--- src/rtl/assert_macros.svh ---
// assertion helpers used by stereo_linear_resampler_unit
`ifndef ASSERT_MACROS_SVH
`define ASSERT_MACROS_SVH

// checked on every rising edge of clk, quiet while rst is high
`define SLR_CHECK(label, prop, msg) \
  label: assert property (@(posedge clk) disable iff (rst) prop) \
    else $error(msg);

// checked on every rising edge of clk, reset included
`define SLR_CHECK_NR(label, prop, msg) \
  label: assert property (@(posedge clk) prop) \
    else $error(msg);

`endif

--- src/rtl/slr_pkg.sv ---
`timescale 1ns / 1ps
// ---------------------------------------------------------------------------
// slr_pkg
// shared widths, limits and types of the stereo linear resampler
// ---------------------------------------------------------------------------
package slr_pkg;

  localparam int SAMPLE_W      = 16;
  localparam int STEP_W        = 18;
  localparam int FRAC_BITS_DEF = 16;
  localparam int MAX_OUT       = 4;
  localparam int CNT_W         = $clog2(MAX_OUT);

  localparam logic signed [SAMPLE_W-1:0] SAMPLE_MAX = 16'sh7FFF;
  localparam logic signed [SAMPLE_W-1:0] SAMPLE_MIN = 16'sh8000;

  // tag that rides along with the lane product stage
  typedef struct packed {
    logic valid;
    logic last;
  } slr_tag_t;

endpackage

--- src/rtl/slr_in_if.sv ---
`timescale 1ns / 1ps
// ---------------------------------------------------------------------------
// slr_in_if
// input frame channel: one stereo frame and its phase step per item
// ---------------------------------------------------------------------------
interface slr_in_if;
  import slr_pkg::*;

  logic                       valid;
  logic                       ready;
  logic signed [SAMPLE_W-1:0] left_in;
  logic signed [SAMPLE_W-1:0] right_in;
  logic [STEP_W-1:0]          phase_step;

  modport source (output valid, output left_in, output right_in, output phase_step,
                  input ready);
  modport sink (input valid, input left_in, input right_in, input phase_step,
                output ready);
endinterface

--- src/rtl/slr_out_if.sv ---
`timescale 1ns / 1ps
// ---------------------------------------------------------------------------
// slr_out_if
// result channel: one interpolated stereo sample per item
// ---------------------------------------------------------------------------
interface slr_out_if;
  import slr_pkg::*;

  logic                       valid;
  logic                       ready;
  logic signed [SAMPLE_W-1:0] out_left;
  logic signed [SAMPLE_W-1:0] out_right;
  logic                       out_last;

  modport source (output valid, output out_left, output out_right, output out_last,
                  input ready);
  modport sink (input valid, input out_left, input out_right, input out_last,
                output ready);
endinterface

--- src/rtl/slr_lane.sv ---
`timescale 1ns / 1ps
// ---------------------------------------------------------------------------
// slr_lane
// one channel of the interpolator: prev + (cur - prev) * phase
// ---------------------------------------------------------------------------
module slr_lane #(
  parameter int FRAC_BITS = slr_pkg::FRAC_BITS_DEF
) (
  input  logic                                clk,
  input  logic                                en,
  input  logic signed [slr_pkg::SAMPLE_W-1:0] prev_s,
  input  logic signed [slr_pkg::SAMPLE_W-1:0] cur_s,
  input  logic [FRAC_BITS-1:0]                phase,
  output logic signed [slr_pkg::SAMPLE_W-1:0] y
);
  import slr_pkg::*;

  localparam int DW = SAMPLE_W + 1;
  localparam int TW = DW + FRAC_BITS + 1;
  localparam logic signed [TW-1:0] HI = TW'(SAMPLE_MAX);
  localparam logic signed [TW-1:0] LO = TW'(SAMPLE_MIN);

  logic signed [DW-1:0]        diff;
  logic signed [FRAC_BITS:0]   ph_s;
  logic signed [TW-1:0]        prod_comb;
  logic signed [TW-1:0]        prod;
  logic signed [SAMPLE_W-1:0]  base;
  logic signed [TW-1:0]        t;
  logic signed [TW-1:0]        q;
  logic signed [TW-1:0]        q_adj;

  assign diff      = DW'(cur_s) - DW'(prev_s);
  assign ph_s      = {1'b0, phase};
  assign prod_comb = TW'(diff) * TW'(ph_s);

  // product stage
  always_ff @(posedge clk) begin
    if (en) begin
      prod <= prod_comb;
      base <= prev_s;
    end
  end

  // scale back, truncating toward zero
  assign t     = (TW'(base) <<< FRAC_BITS) + prod;
  assign q     = t >>> FRAC_BITS;
  assign q_adj = q + TW'(t[TW-1] && (|t[FRAC_BITS-1:0]));

  always_comb begin
    if (q_adj > HI) begin
      y = SAMPLE_MAX;
    end else if (q_adj < LO) begin
      y = SAMPLE_MIN;
    end else begin
      y = q_adj[SAMPLE_W-1:0];
    end
  end
endmodule

--- src/rtl/slr_merge.sv ---
`timescale 1ns / 1ps
// ---------------------------------------------------------------------------
// slr_merge
// joins the two lane results into one output item register
// ---------------------------------------------------------------------------
module slr_merge (
  input  logic                                clk,
  input  logic                                rst,
  input  slr_pkg::slr_tag_t                   tag,
  input  logic signed [slr_pkg::SAMPLE_W-1:0] left_y,
  input  logic signed [slr_pkg::SAMPLE_W-1:0] right_y,
  output logic                                advance,
  slr_out_if.source                           results
);
  import slr_pkg::*;

  // pipeline moves when the output register is empty or being drained
  assign advance = !results.valid || results.ready;

  always_ff @(posedge clk) begin
    if (rst) begin
      results.valid <= 1'b0;
    end else if (advance) begin
      results.valid <= tag.valid;
    end
  end

  always_ff @(posedge clk) begin
    if (advance) begin
      results.out_left  <= left_y;
      results.out_right <= right_y;
      results.out_last  <= tag.last;
    end
  end
endmodule

--- src/rtl/stereo_linear_resampler_unit.sv ---
`timescale 1ns / 1ps
// ---------------------------------------------------------------------------
// stereo_linear_resampler_unit
// linear interpolation resampler for signed 16-bit stereo frames
// ---------------------------------------------------------------------------
// Each accepted frame carries a Q2.F phase step (1/ratio, 0 means 1.0, small
// nonzero steps are raised to 0.25). The first frame after reset is only
// stored and yields no item. Every later frame yields between zero and four
// output items, prev + (cur - prev) * phase per channel, one per cycle while
// the phase stays below 1.0 and the result channel does not stall; out_last
// marks the final item of a frame. A frame with outputs holds the input side
// until its last item is issued, since one phase value at a time is issued to
// the shared left and right lanes. An issued item passes the lane product
// register and then the output register. Backpressure on the result channel
// stalls the issue sequencer and the lanes together, while already finished
// items wait in the output register.
module stereo_linear_resampler_unit #(
  parameter int FRAC_BITS = slr_pkg::FRAC_BITS_DEF
) (
  input  logic      clk,
  input  logic      rst,
  slr_in_if.sink    frames,
  slr_out_if.source results
);
  import slr_pkg::*;
  `include "assert_macros.svh"

  // phase widths: stored Q3.F phase, effective step, running loop phase
  localparam int PW = FRAC_BITS + 3;
  localparam int SW = (FRAC_BITS + 1 > STEP_W) ? FRAC_BITS + 1 : STEP_W;
  localparam int LW = ((PW > SW) ? PW : SW) + 1;

  localparam logic [PW-1:0] ONE_PW   = PW'(1) << FRAC_BITS;
  localparam logic [LW-1:0] ONE      = LW'(1) << FRAC_BITS;
  localparam logic [SW-1:0] STEP_ONE = SW'(1) << FRAC_BITS;
  localparam logic [SW-1:0] STEP_MIN = STEP_ONE >> 2;
  localparam logic [CNT_W-1:0] CNT_LAST = CNT_W'(MAX_OUT - 1);

  localparam logic ST_IDLE = 1'b0;
  localparam logic ST_RUN  = 1'b1;

  logic                       state;
  logic                       primed;
  logic [PW-1:0]              phase_acc;
  logic signed [SAMPLE_W-1:0] prev_left;
  logic signed [SAMPLE_W-1:0] prev_right;
  logic signed [SAMPLE_W-1:0] cur_left;
  logic signed [SAMPLE_W-1:0] cur_right;
  logic [SW-1:0]              step_q;
  logic [LW-1:0]              lp;
  logic [CNT_W-1:0]           cnt;
  slr_tag_t                   tag;

  logic                       in_acc;
  logic [SW-1:0]              step_raw;
  logic [SW-1:0]              step_eff;
  logic [LW-1:0]              lp_sum;
  logic [LW-1:0]              lp_rem;
  logic                       issue;
  logic                       issue_last;
  logic                       advance;
  logic signed [SAMPLE_W-1:0] left_y;
  logic signed [SAMPLE_W-1:0] right_y;

  // a new frame is taken only between frames
  assign frames.ready = (state == ST_IDLE);
  assign in_acc       = frames.valid && frames.ready;

  // zero step means 1.0, tiny steps saturate to 0.25
  assign step_raw = SW'(frames.phase_step);
  always_comb begin
    if (step_raw == '0) begin
      step_eff = STEP_ONE;
    end else if (step_raw < STEP_MIN) begin
      step_eff = STEP_MIN;
    end else begin
      step_eff = step_raw;
    end
  end

  // one phase point issued per cycle while running and not stalled
  assign issue      = (state == ST_RUN) && advance;
  assign lp_sum     = lp + LW'(step_q);
  assign lp_rem     = lp_sum - ONE;
  assign issue_last = (lp_sum >= ONE) || (cnt == CNT_LAST);

  always_ff @(posedge clk) begin
    if (rst) begin
      state      <= ST_IDLE;
      primed     <= 1'b0;
      phase_acc  <= '0;
      prev_left  <= '0;
      prev_right <= '0;
      cnt        <= '0;
      tag        <= '0;
    end else begin
      if (advance) begin
        tag.valid <= issue;
        tag.last  <= issue_last;
      end
      unique case (state)
        ST_IDLE: begin
          if (in_acc) begin
            if (!primed) begin
              // first frame only primes the history
              prev_left  <= frames.left_in;
              prev_right <= frames.right_in;
              phase_acc  <= '0;
              primed     <= 1'b1;
            end else if (phase_acc >= ONE_PW) begin
              // phase already past this frame: no item, just move on
              prev_left  <= frames.left_in;
              prev_right <= frames.right_in;
              phase_acc  <= phase_acc - ONE_PW;
            end else begin
              cur_left  <= frames.left_in;
              cur_right <= frames.right_in;
              step_q    <= step_eff;
              lp        <= LW'(phase_acc);
              cnt       <= '0;
              state     <= ST_RUN;
            end
          end
        end
        ST_RUN: begin
          if (issue) begin
            if (issue_last) begin
              phase_acc  <= (lp_sum >= ONE) ? lp_rem[PW-1:0] : '0;
              prev_left  <= cur_left;
              prev_right <= cur_right;
              state      <= ST_IDLE;
            end else begin
              lp  <= lp_sum;
              cnt <= cnt + CNT_W'(1);
            end
          end
        end
        default: state <= ST_IDLE;
      endcase
    end
  end

  // left and right lanes share the issued phase
  slr_lane #(.FRAC_BITS(FRAC_BITS)) u_lane_left (
    .clk    (clk),
    .en     (advance),
    .prev_s (prev_left),
    .cur_s  (cur_left),
    .phase  (lp[FRAC_BITS-1:0]),
    .y      (left_y)
  );

  slr_lane #(.FRAC_BITS(FRAC_BITS)) u_lane_right (
    .clk    (clk),
    .en     (advance),
    .prev_s (prev_right),
    .cur_s  (cur_right),
    .phase  (lp[FRAC_BITS-1:0]),
    .y      (right_y)
  );

  // output register and stall control
  slr_merge u_merge (
    .clk     (clk),
    .rst     (rst),
    .tag     (tag),
    .left_y  (left_y),
    .right_y (right_y),
    .advance (advance),
    .results (results)
  );

  // checks
  `SLR_CHECK(a_phase_below_one, issue |-> (lp < ONE), "issued phase not below one")
  `SLR_CHECK(a_out_bound, (issue && cnt == CNT_LAST) |-> issue_last, "too many items")
  `SLR_CHECK(a_back_to_idle, (issue && issue_last) |=> (state == ST_IDLE), "no return to idle")
  `SLR_CHECK(a_stall_holds, (tag.valid && !advance) |=> (tag.valid && $stable(tag.last)), "stage lost")
  `SLR_CHECK_NR(a_reset_clears, rst |=> (!tag.valid && !primed), "reset left state")
endmodule
--- src/flat_wrapper.sv ---
// flat-port wrapper written by rule: the top's interface ports become plain ports
module stereo_linear_resampler_unit_flat import slr_pkg::*;
#(
  parameter int FRAC_BITS = slr_pkg::FRAC_BITS_DEF
)
  (clk, rst, frames_valid, frames_left_in, frames_right_in, frames_phase_step, frames_ready, results_valid, results_out_left, results_out_right, results_out_last, results_ready);
  slr_in_if frames_i ();
  slr_out_if results_i ();
  input  logic clk;
  input  logic rst;
  input wire logic [$bits(frames_i.valid)-1:0] frames_valid;
  input wire logic [$bits(frames_i.left_in)-1:0] frames_left_in;
  input wire logic [$bits(frames_i.right_in)-1:0] frames_right_in;
  input wire logic [$bits(frames_i.phase_step)-1:0] frames_phase_step;
  output wire logic [$bits(frames_i.ready)-1:0] frames_ready;
  output wire logic [$bits(results_i.valid)-1:0] results_valid;
  output wire logic [$bits(results_i.out_left)-1:0] results_out_left;
  output wire logic [$bits(results_i.out_right)-1:0] results_out_right;
  output wire logic [$bits(results_i.out_last)-1:0] results_out_last;
  input wire logic [$bits(results_i.ready)-1:0] results_ready;
  assign frames_i.valid = frames_valid;
  assign frames_i.left_in = frames_left_in;
  assign frames_i.right_in = frames_right_in;
  assign frames_i.phase_step = frames_phase_step;
  assign frames_ready = frames_i.ready;
  assign results_valid = results_i.valid;
  assign results_out_left = results_i.out_left;
  assign results_out_right = results_i.out_right;
  assign results_out_last = results_i.out_last;
  assign results_i.ready = results_ready;
  stereo_linear_resampler_unit #(.FRAC_BITS(FRAC_BITS)) u_core (.clk(clk), .rst(rst), .frames(frames_i), .results(results_i));
endmodule
--- config.mk ---
export PLATFORM = sky130hd
export DESIGN_NAME = stereo_linear_resampler_unit_flat
export DESIGN_NICKNAME = d
export VERILOG_FILES = /design/src/rtl/slr_pkg.sv /design/src/rtl/slr_in_if.sv /design/src/rtl/slr_out_if.sv /design/src/rtl/slr_lane.sv /design/src/rtl/slr_merge.sv /design/src/rtl/stereo_linear_resampler_unit.sv /design/src/flat_wrapper.sv
export VERILOG_INCLUDE_DIRS = /design/src /design/src/rtl
export SDC_FILE = /design/constraint.sdc
export NUM_CORES = 2
export LEC_CHECK = 0
export ABC_AREA = 1
export ABC_CLOCK_PERIOD_IN_PS = 15200
export BUFFER_PORTS_ARGS = -buffer_cell sky130_fd_sc_hd__buf_2
export CORE_ASPECT_RATIO = 0.75
export CORE_MARGIN = 5
export CORE_UTILIZATION = 45
export CTS_CLUSTER_DIAMETER = 120
export CTS_CLUSTER_SIZE = 10
export DETAILED_ROUTE_END_ITERATION = 7
export SETUP_SLACK_MARGIN = 0.5
export SLEW_MARGIN = 15
export SYNTH_ARGS = -nofsm -noshare
export SYNTH_HDL_FRONTEND = slang
export SYNTH_SLANG_ARGS = --single-unit
--- constraint.sdc ---
create_clock -name clk -period 15.2 [get_ports clk]
set_input_delay 2.28 -clock clk [delete_from_list [all_inputs] [get_ports clk]]
set_output_delay 2.28 -clock clk [all_outputs]
set_load 0.02 [all_outputs]
==> flow_summary.yaml <==
run_status:
  status: "finished, final reports clean"
clock_network:
  cts_sinks: 261
  clock_latency_ns: 0.62
  post_cts_buffers: 0
  cts_tree: "done"
  cts_resized: 0
  cts_buffers: 30
  clkTransAtPathRegs_ns: 0.06
  clockBufferDepth: 3
  h-tree-depth: 1
  root_buffer: "clkbuf_16"
  cts_hold_buf: 0
die:
  core_area_sq_um: 80630
  rows: 90
  pin_count: 89
  die_h_microns: 257.3
  die_area_sq_um: 87380
  die_x_microns: 339.7
  initial_core_util_pct: 45.50
yosys:
  synth-edff-count: 203
  synthTopCellsByCount: "1039 x inv_1, 910 x nand2_1, 550 x fa_1"
  synth_cells: 4481
  synth_nets: 5356
  yosysMostFrequentCell: "inv_1"
  avgSynthCellArea_sq_um: 8.186
  yosysTopAreaCellShare_pct: 30.02
  ys_ff_latch: 261
  yosysTopAreaCell: "fa_1"
  synthTopCellsByArea: "fa_1 30%, edfxtp_1 17%, inv_1 11%"
  ys.flop_type: "edfxtp_1"
  synth-seq-area-share_pct: 19.78
  yosys.cell_types.count: 57
  ys_async_sr_fraction_pct: 0
  synth_area_sq_um: 36680
  ys_warn_count: 0
routing:
  avgRoutedWirePerCell_microns: 18.21
  drt_iter0_drc: 2479
  vias: 28880
  vias_per_cell: 5.147
  drcViolationCount: 0
  dr.pass1.iters: 7
  drtAntennaViolNets: 0
  routed_wl_microns: 102200
timing:
  period_share_pct: 56.08
  rsz0062_at_grt: "no"
  max_freq_mhz: 117.3
  fin_crit_ns: 8.524
  worstMarginPinSlew_ns: 1.241
  drv_slew: 0
  skew_ns: 0.06135
  relSlewSlack_pct: 17.00
  finalSetupViolations: 0
  hold_violations: 0
  tns_ns: 0
finish:
  syn2layout_area_growth_pct: 6.781
  nFillCells: 7917
  num-nets-final: 5405
  layout-drive-gt1-share_pct: 5.975
grt:
  track_usage_pct: 23.28
  grt_pass1_vias: 27730
  antenna_found_initial: 1
  overflow: 0
  grt_max_degree: 72
  grt_pass1_wl_microns: 160000
setup_path:
  worstPathArrival_ns: 8.89
  crit_slowest_cell: "xor2_2"
  cp_max_fo: 9
  critPathMaxStageDelay_ns: 0.73
  r2r_slack_ns: 6.68
  startpoint_type: "flip-flop"
  r2r-end: "u_core.u_lane_right.prod[33]"
  critical-path-top-delay-family: "adder cells"
  worstRegToRegCells: 39
  cp_common_cell: "nand2_1"
  reg2reg_from: "u_core.cur_right[0]"
  crit_required_ns: 15.57
  crit_type: "flip-flop to flip-flop"
  path_buf_inv: 8
  timing.critical_path.to_type: "flip-flop"
placed_design:
  globalplace.congestion: 0.9321
  portBuffers: 88
  hpwl_microns: 80780
worst_hold_path:
  min_to: "u_core.u_merge.results.out_last"
  hold_path_depth: 0
  hold_start: "u_core.tag[0]"
  hp-class: "flip-flop to flip-flop"
run:
  maxCapViolCount: 0
## layout make-up
cell class,count,area [sq um],share of cell area (%)
inverters,1066,4006,10.23
clock inverters,2,25.02,0.06389
diodes,1,2.502,0.006389
repair buffers,126,725.7,1.853
flip-flops and latches,261,7258,18.53
clock buffers,52,843.3,2.153
multi-input cells,3045,24980,63.79
well taps,1058,1324,3.380
## worst max-delay path by stage
stage                                   start                      endpoint  slack, ns  cells past startpoint
after global placement    u_core.cur_right[0]  u_core.u_lane_right.prod[33]       6.89                     39
after floorplan            u_core.cur_left[0]   u_core.u_lane_left.prod[33]       7.95                     34
after global routing      u_core.cur_right[0]  u_core.u_lane_right.prod[33]       6.07                     39
after detailed placement  u_core.cur_right[0]  u_core.u_lane_right.prod[33]       6.84                     39
final                     u_core.cur_right[0]  u_core.u_lane_right.prod[33]       6.68                     39
after CTS                 u_core.cur_right[0]  u_core.u_lane_right.prod[33]       6.84                     39
## metal layers
| metal | vias to the layer above | wire length, microns | track usage, % |
|---|---|---|---|
| met1 | 13950 | 49080 | 36.46 |
| met4 | 0 | 1568 | 3.794 |
| met3 | 70 | 11250 | 6.379 |
| met5 | - | 0 | 0 |
| li1 | 13730 | - | - |
| met2 | 1139 | 40280 | 32.51 |
## worst reg2reg max path, delay by kind of cell (launching register included)
| kind | cells | cell delay [ns] |
|---|---|---|
| xor+xnor | 1 | 0.73 |
| flops | 1 | 0.32 |
| fa+ha+maj | 9 | 3.95 |
| simple gates | 15 | 1.43 |
| compound gates | 6 | 1.03 |
| buf+inv | 8 | 0.85 |
## stage by stage
step	std cells	utilization, %	worst slack [ns]	hold WS, ns	cell area, sq um
global route	5611	48.58	6.066	0.4757	39170
floorplan	4481	-	7.948	0.4088	36680
CTS	5610	48.57	6.840	0.4419	39160
detailed placement	5556	47.49	6.840	0.4236	38290
finish	5611	48.58	6.676	0.4463	39170
global placement	5556	47.49	6.886	0.4243	38290
## logic make-up after synthesis
| group | after synthesis | synth area share, % |
|---|---|---|
| AOI/OAI and AO/OA | 352 | 5.301 |
| xor gates and xnor gates | 139 | 3.472 |
| adders and majority gates | 821 | 39.26 |
| buffers and inverters | 1175 | 12.21 |
| DFF | 261 | 19.78 |
| and+or+nand+nor | 1733 | 19.97 |
## state kept, by name, indices dropped and copies added (netlist names), 16 cells and up
signal	cells
u_core.u_merge.results.out_left	16
u_core.u_lane_left.base	16
u_core.lp	20
u_core.step_q	18
u_core.prev_left	16
u_core.prev_right	16
u_core.cur_right	16
u_core.phase_acc	19
u_core.u_lane_left.prod	34
u_core.cur_left	16
u_core.u_merge.results.out_right	16
u_core.u_lane_right.prod	34
u_core.u_lane_right.base	16
## placed cells by master, fill, tap and decap left out, types with 12 or more instances in the layout
master     netlist  final
nor3_1          17     17
buf_2            9     88
xnor2_1         50     50
o21bai_1        12     12
o21ai_0         91     91
buf_4            3     38
nand3_1        204    204
clkbuf_16        0     30
nand3b_1        13     13
clkinv_1        15     15
nand2_1        910    910
ha_1           271    271
dfxtp_1         58     57
xor2_1          83     81
a21oi_1        183    183
inv_1         1039   1037
clkbuf_1        83     21
inv_2           12     13
edfxtp_1       203    203
fa_1           550    550
nor4_1          18     18
or2_2           41     41
nand2_2         15     15
nand4_1         56     56
nor2_1         429    426
Power is left out: the tool's default activity adds up to more than one toggle a clock period on the data nets, which glitch-free logic cannot reach.
